**src/sv/cusum_pkg.sv**
```systemverilog
`default_nettype none
package cusum_pkg;

  // default values of the top level parameters
  localparam int unsigned DEF_MAX_WINDOW  = 1024;
  localparam int unsigned DEF_SAMPLE_BITS = 16;
  localparam int unsigned DEF_INDEX_BITS  = 48;

  // fixed field widths
  localparam int unsigned IDX_OUT_W  = 48;
  localparam int unsigned UPPER_W    = 31;
  localparam int unsigned LOWER_W    = 32;
  localparam int unsigned WIN_W      = 11;
  localparam int unsigned THR_W      = 31;
  localparam int unsigned DRIFT_W    = 24;
  localparam int unsigned HOLD_W     = 16;
  localparam int unsigned CFG_IDX_W  = 4;
  localparam int unsigned CFG_DATA_W = 32;

  // register indexes
  localparam logic [CFG_IDX_W-1:0] REG_WINDOW    = CFG_IDX_W'(0);
  localparam logic [CFG_IDX_W-1:0] REG_THRESHOLD = CFG_IDX_W'(1);
  localparam logic [CFG_IDX_W-1:0] REG_DRIFT     = CFG_IDX_W'(2);
  localparam logic [CFG_IDX_W-1:0] REG_HOLDOFF   = CFG_IDX_W'(3);

  // register reset values
  localparam logic [WIN_W-1:0]          RST_WINDOW    = WIN_W'(16);
  localparam logic [THR_W-1:0]          RST_THRESHOLD = THR_W'(1280);
  localparam logic signed [DRIFT_W-1:0] RST_DRIFT     = DRIFT_W'(128);
  localparam logic [HOLD_W-1:0]         RST_HOLDOFF   = HOLD_W'(0);

  typedef enum logic [0:0] {
    ST_RUN,
    ST_DIV
  } cusum_state_t;

  typedef struct packed {
    logic step;
    logic div_step;
  } cusum_cmd_t;

  typedef struct packed {
    logic learn_done;
    logic div_last;
  } cusum_sts_t;

  typedef struct packed {
    logic                      event_res;
    logic [IDX_OUT_W-1:0]      sample_index;
    logic                      learning;
    logic [UPPER_W-1:0]        upper_sum;
    logic signed [LOWER_W-1:0] lower_sum;
  } cusum_res_t;

endpackage
`default_nettype wire

```
**src/sv/cusum_ctrl.sv**
```systemverilog
`default_nettype none
module cusum_ctrl
  import cusum_pkg::*;
(
  input  wire logic       clk,
  input  wire logic       rst_n,
  input  wire logic       in_valid,
  output logic            in_ready,
  input  wire logic       q_full,
  input  wire cusum_sts_t sts,
  output cusum_cmd_t      cmd
);

  cusum_state_t state_r, state_nxt;

  always_ff @(posedge clk) begin
    if (!rst_n) begin
      state_r <= ST_RUN;
    end else begin
      state_r <= state_nxt;
    end
  end

  always_comb begin
    state_nxt    = state_r;
    in_ready     = 1'b0;
    cmd.step     = 1'b0;
    cmd.div_step = 1'b0;
    case (state_r)
      ST_RUN: begin
        in_ready = !q_full;
        cmd.step = in_valid && !q_full;
        // the sample that completes the window starts the mean division
        if (cmd.step && sts.learn_done) begin
          state_nxt = ST_DIV;
        end
      end
      ST_DIV: begin
        cmd.div_step = 1'b1;
        if (sts.div_last) begin
          state_nxt = ST_RUN;
        end
      end
      default: begin
        state_nxt = ST_RUN;
      end
    endcase
  end

endmodule
`default_nettype wire

```
**src/sv/cusum_dp.sv**
```systemverilog
`default_nettype none
module cusum_dp
  import cusum_pkg::*;
#(
  parameter int unsigned MAX_WINDOW  = DEF_MAX_WINDOW,
  parameter int unsigned SAMPLE_BITS = DEF_SAMPLE_BITS,
  parameter int unsigned INDEX_BITS  = DEF_INDEX_BITS
) (
  input  wire logic                          clk,
  input  wire logic                          rst_n,
  input  wire logic                          cfg_we,
  input  wire logic [CFG_IDX_W-1:0]          cfg_index,
  input  wire logic [CFG_DATA_W-1:0]         cfg_data,
  input  wire logic signed [SAMPLE_BITS-1:0] in_sample,
  input  wire cusum_cmd_t                    cmd,
  output cusum_sts_t                         sts,
  output cusum_res_t                         res
);

  localparam int unsigned CNT_W  = $clog2(MAX_WINDOW + 1);
  localparam int unsigned CMP_W  = (CNT_W > WIN_W) ? CNT_W : WIN_W;
  localparam int unsigned ACC_W  = SAMPLE_BITS + CNT_W;
  localparam int unsigned NUM_W  = ACC_W + 8;
  localparam int unsigned BCNT_W = $clog2(NUM_W);
  localparam int unsigned MEAN_W = SAMPLE_BITS + 9;
  localparam int unsigned DEV_W  = SAMPLE_BITS + 10;
  localparam int unsigned SUM_W  = ((DEV_W > 33) ? DEV_W : 33) + 2;

  localparam logic [CMP_W-1:0]        MAXW_C  = CMP_W'(MAX_WINDOW);
  localparam logic signed [SUM_W-1:0] POS_LIM = SUM_W'(64'sd2147483647);
  localparam logic signed [SUM_W-1:0] NEG_LIM = SUM_W'(-64'sd2147483648);

  // configuration
  logic [WIN_W-1:0]          window_r;
  logic [THR_W-1:0]          thr_r;
  logic signed [DRIFT_W-1:0] drift_r;
  logic [HOLD_W-1:0]         holdoff_r;

  // detector state
  logic [INDEX_BITS-1:0]     idx_r;
  logic signed [ACC_W-1:0]   acc_r;
  logic [CNT_W-1:0]          cnt_r;
  logic                      mean_valid_r;
  logic signed [MEAN_W-1:0]  mean_r;
  logic [UPPER_W-1:0]        pos_r;
  logic signed [LOWER_W-1:0] neg_r;
  logic [HOLD_W-1:0]         hold_r;

  // mean divider
  logic [NUM_W-1:0]  quo_r;
  logic [CNT_W-1:0]  rem_r;
  logic [BCNT_W-1:0] bcnt_r;
  logic              dneg_r;

  logic [CMP_W-1:0]          win;
  logic [CMP_W-1:0]          wl_ext;
  logic [CNT_W-1:0]          cnt_inc;
  logic signed [ACC_W-1:0]   acc_sum;
  logic [ACC_W-1:0]          acc_mag;
  logic [NUM_W-1:0]          num;
  logic [CNT_W:0]            rem_sh;
  logic [CNT_W:0]            trial;
  logic                      qbit;
  logic [CNT_W-1:0]          rem_nxt;
  logic [NUM_W-1:0]          quo_nxt;
  logic signed [MEAN_W-1:0]  mean_nxt;
  logic signed [DEV_W-1:0]   dev;
  logic signed [SUM_W-1:0]   p_sum;
  logic signed [SUM_W-1:0]   n_sum;
  logic [UPPER_W-1:0]        pos_new;
  logic signed [LOWER_W-1:0] neg_new;
  logic [LOWER_W:0]          neg_mag;
  logic                      hit;
  logic                      fire;

  always_comb begin
    wl_ext = CMP_W'(window_r);
    if (window_r == '0) begin
      win = CMP_W'(1);
    end else if (wl_ext > MAXW_C) begin
      win = MAXW_C;
    end else begin
      win = wl_ext;
    end
    cnt_inc = cnt_r + CNT_W'(1);
    acc_sum = acc_r + ACC_W'(in_sample);
    acc_mag = acc_sum[ACC_W-1] ? ACC_W'(-acc_sum) : ACC_W'(acc_sum);
    // round half away from zero on the magnitude
    num = {acc_mag, 8'b0} + NUM_W'(cnt_inc >> 1);

    rem_sh  = {rem_r, quo_r[NUM_W-1]};
    trial   = rem_sh - {1'b0, cnt_r};
    qbit    = !trial[CNT_W];
    rem_nxt = qbit ? trial[CNT_W-1:0] : rem_sh[CNT_W-1:0];
    quo_nxt = {quo_r[NUM_W-2:0], qbit};
    mean_nxt = dneg_r ? -$signed(MEAN_W'(quo_nxt)) : $signed(MEAN_W'(quo_nxt));

    dev   = (DEV_W'(in_sample) <<< 8) - DEV_W'(mean_r);
    p_sum = SUM_W'($signed({1'b0, pos_r})) + SUM_W'(dev) - SUM_W'(drift_r);
    n_sum = SUM_W'(neg_r) + SUM_W'(dev) + SUM_W'(drift_r);
    if (p_sum < 0) begin
      pos_new = '0;
    end else if (p_sum > POS_LIM) begin
      pos_new = '1;
    end else begin
      pos_new = p_sum[UPPER_W-1:0];
    end
    if (n_sum > 0) begin
      neg_new = '0;
    end else if (n_sum < NEG_LIM) begin
      neg_new = {1'b1, {(LOWER_W-1){1'b0}}};
    end else begin
      neg_new = n_sum[LOWER_W-1:0];
    end
    neg_mag = (LOWER_W+1)'(0) - {neg_new[LOWER_W-1], neg_new};
    hit  = ({1'b0, pos_new} >= {1'b0, thr_r}) || (neg_mag >= {2'b0, thr_r});
    fire = mean_valid_r && (hold_r == '0) && hit;

    sts.learn_done = !mean_valid_r && (CMP_W'(cnt_inc) >= win);
    sts.div_last   = (bcnt_r == '0);

    res.event_res    = fire;
    res.sample_index = IDX_OUT_W'(idx_r);
    res.learning     = !mean_valid_r;
    if (!mean_valid_r) begin
      res.upper_sum = pos_r;
      res.lower_sum = neg_r;
    end else if (fire) begin
      res.upper_sum = '0;
      res.lower_sum = '0;
    end else begin
      res.upper_sum = pos_new;
      res.lower_sum = neg_new;
    end
  end

  always_ff @(posedge clk) begin
    if (!rst_n) begin
      window_r  <= RST_WINDOW;
      thr_r     <= RST_THRESHOLD;
      drift_r   <= RST_DRIFT;
      holdoff_r <= RST_HOLDOFF;
    end else if (cfg_we) begin
      case (cfg_index)
        REG_WINDOW:    window_r  <= cfg_data[WIN_W-1:0];
        REG_THRESHOLD: thr_r     <= cfg_data[THR_W-1:0];
        REG_DRIFT:     drift_r   <= $signed(cfg_data[DRIFT_W-1:0]);
        REG_HOLDOFF:   holdoff_r <= cfg_data[HOLD_W-1:0];
        default: begin
        end
      endcase
    end
  end

  always_ff @(posedge clk) begin
    if (!rst_n) begin
      idx_r        <= '0;
      acc_r        <= '0;
      cnt_r        <= '0;
      mean_valid_r <= 1'b0;
      pos_r        <= '0;
      neg_r        <= '0;
      hold_r       <= '0;
    end else begin
      if (cmd.step) begin
        idx_r <= idx_r + INDEX_BITS'(1);
        if (!mean_valid_r) begin
          acc_r <= acc_sum;
          cnt_r <= cnt_inc;
        end else if (hold_r != '0) begin
          pos_r  <= pos_new;
          neg_r  <= neg_new;
          hold_r <= hold_r - HOLD_W'(1);
        end else if (hit) begin
          pos_r  <= '0;
          neg_r  <= '0;
          hold_r <= holdoff_r;
        end else begin
          pos_r <= pos_new;
          neg_r <= neg_new;
        end
      end
      if (cmd.div_step && sts.div_last) begin
        mean_valid_r <= 1'b1;
      end
    end
  end

  // divider payload, one quotient bit per cycle
  always_ff @(posedge clk) begin
    if (cmd.step && sts.learn_done) begin
      quo_r  <= num;
      rem_r  <= '0;
      bcnt_r <= BCNT_W'(NUM_W - 1);
      dneg_r <= acc_sum[ACC_W-1];
    end else if (cmd.div_step) begin
      quo_r  <= quo_nxt;
      rem_r  <= rem_nxt;
      bcnt_r <= bcnt_r - BCNT_W'(1);
      if (sts.div_last) begin
        mean_r <= mean_nxt;
      end
    end
  end

endmodule
`default_nettype wire

```
**src/sv/cusum_oq.sv**
```systemverilog
`default_nettype none
module cusum_oq
  import cusum_pkg::*;
(
  input  wire logic       clk,
  input  wire logic       rst_n,
  input  wire logic       push,
  input  wire cusum_res_t push_data,
  output logic            full,
  output logic            out_valid,
  input  wire logic       out_ready,
  output cusum_res_t      out_data
);

  cusum_res_t slot_r [2];
  logic       wr_ptr_r;
  logic       rd_ptr_r;
  logic [1:0] count_r;
  logic       pop;

  assign pop       = out_valid && out_ready;
  assign out_valid = (count_r != 2'd0);
  assign full      = (count_r == 2'd2);
  assign out_data  = slot_r[rd_ptr_r];

  always_ff @(posedge clk) begin
    if (push) begin
      slot_r[wr_ptr_r] <= push_data;
    end
  end

  always_ff @(posedge clk) begin
    if (!rst_n) begin
      wr_ptr_r <= 1'b0;
      rd_ptr_r <= 1'b0;
      count_r  <= 2'd0;
    end else begin
      if (push) begin
        wr_ptr_r <= !wr_ptr_r;
      end
      if (pop) begin
        rd_ptr_r <= !rd_ptr_r;
      end
      if (push && !pop) begin
        count_r <= count_r + 2'd1;
      end else if (pop && !push) begin
        count_r <= count_r - 2'd1;
      end
    end
  end

endmodule
`default_nettype wire

```
**src/sv/cusum_change_detector.sv**
```systemverilog
// channel   direction  handshake              payload
// in        input      in_valid / in_ready    in_sample
// out       output     out_valid / out_ready  event_res, sample_index, learning, sums
// cfg       input      cfg_valid / cfg_ready  cfg_index, cfg_data
//
// one sample per cycle while the two-entry result queue has room
// the sample that completes the baseline window starts the mean divider, which
// produces one quotient bit per cycle, with in_ready low; this happens once
// after reset
// synchronous active-low reset, no memory clearing; cfg_ready is always high
`default_nettype none
module cusum_change_detector
  import cusum_pkg::*;
#(
  parameter int unsigned MAX_WINDOW  = DEF_MAX_WINDOW,
  parameter int unsigned SAMPLE_BITS = DEF_SAMPLE_BITS,
  parameter int unsigned INDEX_BITS  = DEF_INDEX_BITS
) (
  input  wire logic                          clk,
  input  wire logic                          rst_n,
  input  wire logic                          cfg_valid,
  output logic                               cfg_ready,
  input  wire logic [CFG_IDX_W-1:0]          cfg_index,
  input  wire logic [CFG_DATA_W-1:0]         cfg_data,
  input  wire logic                          in_valid,
  output logic                               in_ready,
  input  wire logic signed [SAMPLE_BITS-1:0] in_sample,
  output logic                               out_valid,
  input  wire logic                          out_ready,
  output logic                               out_event_res,
  output logic [IDX_OUT_W-1:0]               out_sample_index,
  output logic                               out_learning,
  output logic [UPPER_W-1:0]                 out_upper_sum,
  output logic signed [LOWER_W-1:0]          out_lower_sum
);

  cusum_cmd_t cmd;
  cusum_sts_t sts;
  cusum_res_t res;
  cusum_res_t q_data;
  logic       q_full;

  assign cfg_ready = 1'b1;

  cusum_ctrl u_ctrl (
    .clk      (clk),
    .rst_n    (rst_n),
    .in_valid (in_valid),
    .in_ready (in_ready),
    .q_full   (q_full),
    .sts      (sts),
    .cmd      (cmd)
  );

  cusum_dp #(
    .MAX_WINDOW  (MAX_WINDOW),
    .SAMPLE_BITS (SAMPLE_BITS),
    .INDEX_BITS  (INDEX_BITS)
  ) u_dp (
    .clk       (clk),
    .rst_n     (rst_n),
    .cfg_we    (cfg_valid && cfg_ready),
    .cfg_index (cfg_index),
    .cfg_data  (cfg_data),
    .in_sample (in_sample),
    .cmd       (cmd),
    .sts       (sts),
    .res       (res)
  );

  cusum_oq u_oq (
    .clk       (clk),
    .rst_n     (rst_n),
    .push      (cmd.step),
    .push_data (res),
    .full      (q_full),
    .out_valid (out_valid),
    .out_ready (out_ready),
    .out_data  (q_data)
  );

  assign out_event_res    = q_data.event_res;
  assign out_sample_index = q_data.sample_index;
  assign out_learning     = q_data.learning;
  assign out_upper_sum    = q_data.upper_sum;
  assign out_lower_sum    = q_data.lower_sum;

endmodule
`default_nettype wire

```
**config.mk**
```make
export PLATFORM = sky130hd
export DESIGN_NAME = cusum_change_detector
export DESIGN_NICKNAME = d
export VERILOG_FILES = /design/src/sv/cusum_pkg.sv /design/src/sv/cusum_ctrl.sv /design/src/sv/cusum_dp.sv /design/src/sv/cusum_oq.sv /design/src/sv/cusum_change_detector.sv
export SDC_FILE = /design/constraint.sdc
export NUM_CORES = 1
export LEC_CHECK = 0
export BUFFER_PORTS_ARGS = -buffer_cell sky130_fd_sc_hd__buf_2
export CORE_MARGIN = 3
export CORE_UTILIZATION = 55
export CTS_CLUSTER_SIZE = 28
export DETAILED_ROUTE_END_ITERATION = 8
export GPL_TIMING_DRIVEN = 0
export PLACE_DENSITY = 0.75
export SLEW_MARGIN = 20
export SYNTH_ARGS = -nofsm -noshare
export SYNTH_HDL_FRONTEND = slang
export SYNTH_SLANG_ARGS = --single-unit
```
**constraint.sdc**
```tcl
create_clock -name clk -period 11.4 [get_ports clk]
set_clock_uncertainty 0.15 [all_clocks]
set_input_delay 1.71 -clock clk [delete_from_list [all_inputs] [get_ports clk]]
set_output_delay 1.71 -clock clk [all_outputs]
set_load 0.01 [all_outputs]
```
Word-level counts from Yosys, hierarchy flattened

Memories as Yosys holds them, arrays and structs flattened. A register that Yosys moved wholly into a read port is not among the register bits.
Index checks and enable logic that the tools add are counted.

Flip-flop bits (word level): 331
RAM bits: 226
Input port bits: 57
Word-level logic and storage cells: 119
Memories: 1

Add/subtract/negate cells: 17
Magnitude comparators: 8
Eq/ne operators: 4
Muxes and demuxes: 31
Bitwise logic cells: 3
Reduce and logical (&&, ||, !) cells: 35

Memory list:

| memory      | words | bits a word | rd ports | clocked after Yosys merged registers in | wr ports | RTL line       | source |
|---|---|---|---|---|---|---|---|
| u_oq.slot_r | 2     | 113         | 1        | 1                                       | 1        | cusum_oq.sv:15 | `cusum_res_t slot_r [2];` |

Operators with widths:

| operator              | count |
|---|---|
| $mux 32               | 4 |
| $mux 63               | 2 |
| $mux 31               | 4 |
| $mux 35               | 2 |
| $add 32x26->33        | 2 |
| $add 48x1->48 const B | 1 |
| $add 35x10->35        | 1 |
| $gt 35x1->1 const B   | 1 |
| $gt 35x32->1 const B  | 1 |
| $lt 35x1->1 const B   | 1 |
| $lt 35x32->1 const B  | 1 |
| $add 33x24->34        | 1 |
| $sub 33x24->34        | 1 |
| $ge 33x31->1          | 1 |
| $mux 11               | 3 |
| $sub 1x32->33 const A | 1 |
| $mux 16               | 2 |
| $ge 31x31->1          | 1 |
| $add 27x16->27        | 1 |
| $mux 27               | 1 |
| $neg 27->27           | 1 |
| $sub 24x25->26        | 1 |
| $mux 25               | 1 |
| $neg 25->25           | 1 |
| 26 further kinds      | 62 |

Longest topological paths before layout

Word-level depth: 12
Depth in mapped cells: 52

By module

A second synthesis with hierarchy kept.

Cell total of the unflattened synthesis: 3641
Area total of the unflattened synthesis: 35102.4 um^2

By module, submodules not included:

| module                | instances | cells each | area each (um^2) |
|---|---|---|---|
| cusum_dp              | 1         | 3258       | 26360.3 |
| cusum_oq              | 1         | 374        | 8667.1 |
| cusum_ctrl            | 1         | 7          | 63.8 |
| cusum_change_detector | 1         | 2          | 11.3 |

Least setup slack after synthesis

No wires, ideal clock.

Kind: input to register
From: input in_sample[0]
To: memory u_oq.slot_r[0][47] (netlist name) (data pin)
Data arrival time: 10.625 ns
Setup slack: 0.468 ns
Stages: 50
Path buffers: 5
Cell sequence: ha_1 nor3b_1 a41o_1 a21oi_1 nor2b_1 o21a_1 o221ai_1 a21oi_1 nand4_1 and4_1 o41ai_1 xor2_1 inv_1 fa_1 inv_1 ha_1 clkbuf_1 nand2_1 (+14 left out) buf_2 nand2_1 a31oi_1 ha_1 a21o_1 a21o_1 a21oi_1 o21a_1 o21ai_0 a21oi_1 a221o_1 and3_1 o311a_1 o21ai_2 or2_1 buf_2 buf_4 o2bb2ai_1

RTL lines:

| what        | RTL line                    | source |
|---|---|---|
| from (decl) | cusum_change_detector.sv:27 | `input wire logic signed [SAMPLE_BITS-1:0] in_sample,` |
| to (decl)   | cusum_oq.sv:15              |  |

==> results.ini <==
[status]
status=finished clean

[timing]
finalHoldViolCount=0
drv_slew=0
final.period_utilization=0.9813
fmax_mhz=89.39
min_period_ns=11.19
tightest_slew_ns=1.121
setup_violations=0
slew_headroom=0.2427
tns_ns=0

[synth]
synthArstFlopShare=0
ys_types=102
postSynthCellCount=3679
netlist_top_cells_area=edfxtp_1, dfxtp_1, ha_1
netlist.area_leader.share=0.2465
synth_top_cell_by_area=edfxtp_1
ys_ff_latch=558
synth_top_flop_cell=edfxtp_1
synth_fp_nets=4010
yosysSeqAreaShare=0.4017
syn-cell-area_mm2=0.03496
synth_edf_count=287
ys_top_cells_by_count=nand2_1, edfxtp_1, dfxtp_1, inv_1, ha_1
yosysMostFrequentCell=nand2_1
yosysWarnings=0
avgSynthCellArea_um2=9.503

[placed_design]
post-dp-hpwl_um=75790
port-buffer-count=169
routabilityCongestion=0.9676

[global_routing]
first_global_vias=26930
grt.overflow.total=0
grt_use_met3=0.05237
grt_pass1_wl_um=151500
grtUsageTotal=0.2899
grt_max_degree=52
antenna_found_initial=7
use_met1=0.3852
use_met2=0.4748
top_usage_layer=met2

[setup_path]
endpoint_kind=flop
worst_r2r_path_depth=37
cp_max_fo=10
crit_path_max_incr_delay_ns=0.48
path_buf_inv=6
crit_type=input port to flop
start_kind=input port
critPathSlowestCell=fa_1
cp_num_cells=47
path_delay_family=compound AO/OA/AOI/OAI gates
crit_arrival_ns=11.39
required_ns=11.60

[clock_network]
cts_hold_buf=0
cts.sinks=558
insertion_delay_ns=0.64
ctsLongestPathBuffers=3
cts_tree=done
root_buffer=clkbuf_16
htreeDepth=2
cts_buffers=58
clk_pin_slew_worst_paths_ns=0.06

[floorplan]
initial_utilization=0.5613
die_h_um=258.1
dieArea_mm2=0.06662
core_mm2=0.06228
die_x_um=258.1
rows=91
ioPinCount=173

[power]
post-layout-total-power_uw=6807
p_per_area_mw_per_mm2=171.1
ir_drop_mv=0.2081
p_leak_uw=0.01572

[drt]
vias_per_cell=5.884
antenna_left=0
drtIter0Drc=2647
drt-total-wl_um=98830
first_pass_iters=6
drcViolationCount=0
post_drt_wl_per_cell_um=20.47
vias=28420

[job]
cap_viol_max_count=0

[layout]
final_nets=4270
area_growth_pct=13.83
layout-drive-gt1-share=0.1424

[min_path]
hold_path.class=flop to flop
hold_path_depth=2

timing repair:
item / CTS / global route
pin swaps: 9 / 13
cloned: 0 / 1
gates resized for setup: 44 / 56
setup endpoints to repair: 207 / 207
setup buffers: 9 / 18
per-stage QoR:
stage / utilization / setup WS, ns / hold WS [ns] / cells / area (um^2)
CTS: 0.6325 / 0.02321 / 0.2994 / 4809 / 39390
global placement: 0.5917 / -2.248 / 0.2851 / 4685 / 36850
finish: 0.6389 / 0.2127 / 0.2979 / 4829 / 39790
global route: 0.6388 / -0.1211 / 0.3126 / 4826 / 39790
floorplan: - / 0.4676 / 0.2750 / 3679 / 34960
detailed placement: 0.5948 / -2.494 / 0.2922 / 4693 / 37040
final timing paths:
path	endpoint	from	slack, ns
min	u_dp.neg_r[6]	u_dp.neg_r[6]	0.30
max	u_oq.slot_r[0][55]	in_sample[0]	0.21
max reg2reg	u_oq.slot_r[0][55]	u_dp.mean_r[3]	1.07
min reg2reg	u_dp.neg_r[6]	u_dp.neg_r[6]	0.30
state kept, by name, indices dropped and copies added (netlist names), 2 cells and up, named ones only:
register	cells
u_dp.acc_r	27
u_dp.bcnt_r	6
u_dp.cnt_r	11
u_dp.drift_r	24
u_dp.hold_r	16
u_dp.holdoff_r	16
u_dp.idx_r	48
u_dp.mean_r	25
u_dp.neg_r	32
u_dp.pos_r	31
u_dp.quo_r	35
u_dp.rem_r	11
u_dp.thr_r	31
u_dp.window_r	11
u_oq.count_r	2
u_oq.slot_r	226
worst min-delay path, cell delays in order, from the launching register on:
cell and delay, ns:
dfxtp_1 0.31, nand2_1 0.05, o21ai_1 0.05
layout by cell type (no fill, tap or decap), types with 68 or more instances in the layout:
master / n
nand2_1: 433
edfxtp_1: 287
dfxtp_1: 271
inv_1: 268
ha_1: 199
nor2_1: 186
buf_2: 177
xnor2_1: 169
a21oi_1: 154
clkbuf_1: 127
o21ai_0: 127
mux2_2: 123
a21boi_0: 102
o21ai_1: 80
and2_1: 73
a21o_1: 68
fa_1: 68
logic make-up after synthesis:
group,Yosys count,synth area share
AOI/OAI and AO/OA,864,0.1652
DFF,558,0.4017
buffers and inverters,427,0.04696
other,1,0.0001073
muxes,159,0.04993
xor gates and xnor gates,242,0.06084
adders and majority gates,274,0.1127
and+or+nand+nor,1154,0.1626
where the power goes:
group          internal, uW  total, uW  switching (uW)
sequential             2300       2370            71.8
combinational           984       2440            1450
clock                  1180       2000             825
total                  4460       6810            2350
layer usage:
layer  part of all wire  routed length, um
met5            0.00041                 41
met4              0.041               4025
met3              0.078               7710
met2               0.46              45430
met1               0.42              41630
final cells by class:
cell class              count  area [um^2]
fillers                  5106        22490
multi-input cells        2695        19790
flip-flops and latches    558        14040
clock buffers              77         1644
repair buffers            205         1229
well taps                 837         1047
inverters                 275         1036
plain buffers             146        601.8
clock inverters            32        389.1
diodes                      4        10.01
Power figures use the tool's default switching activity.
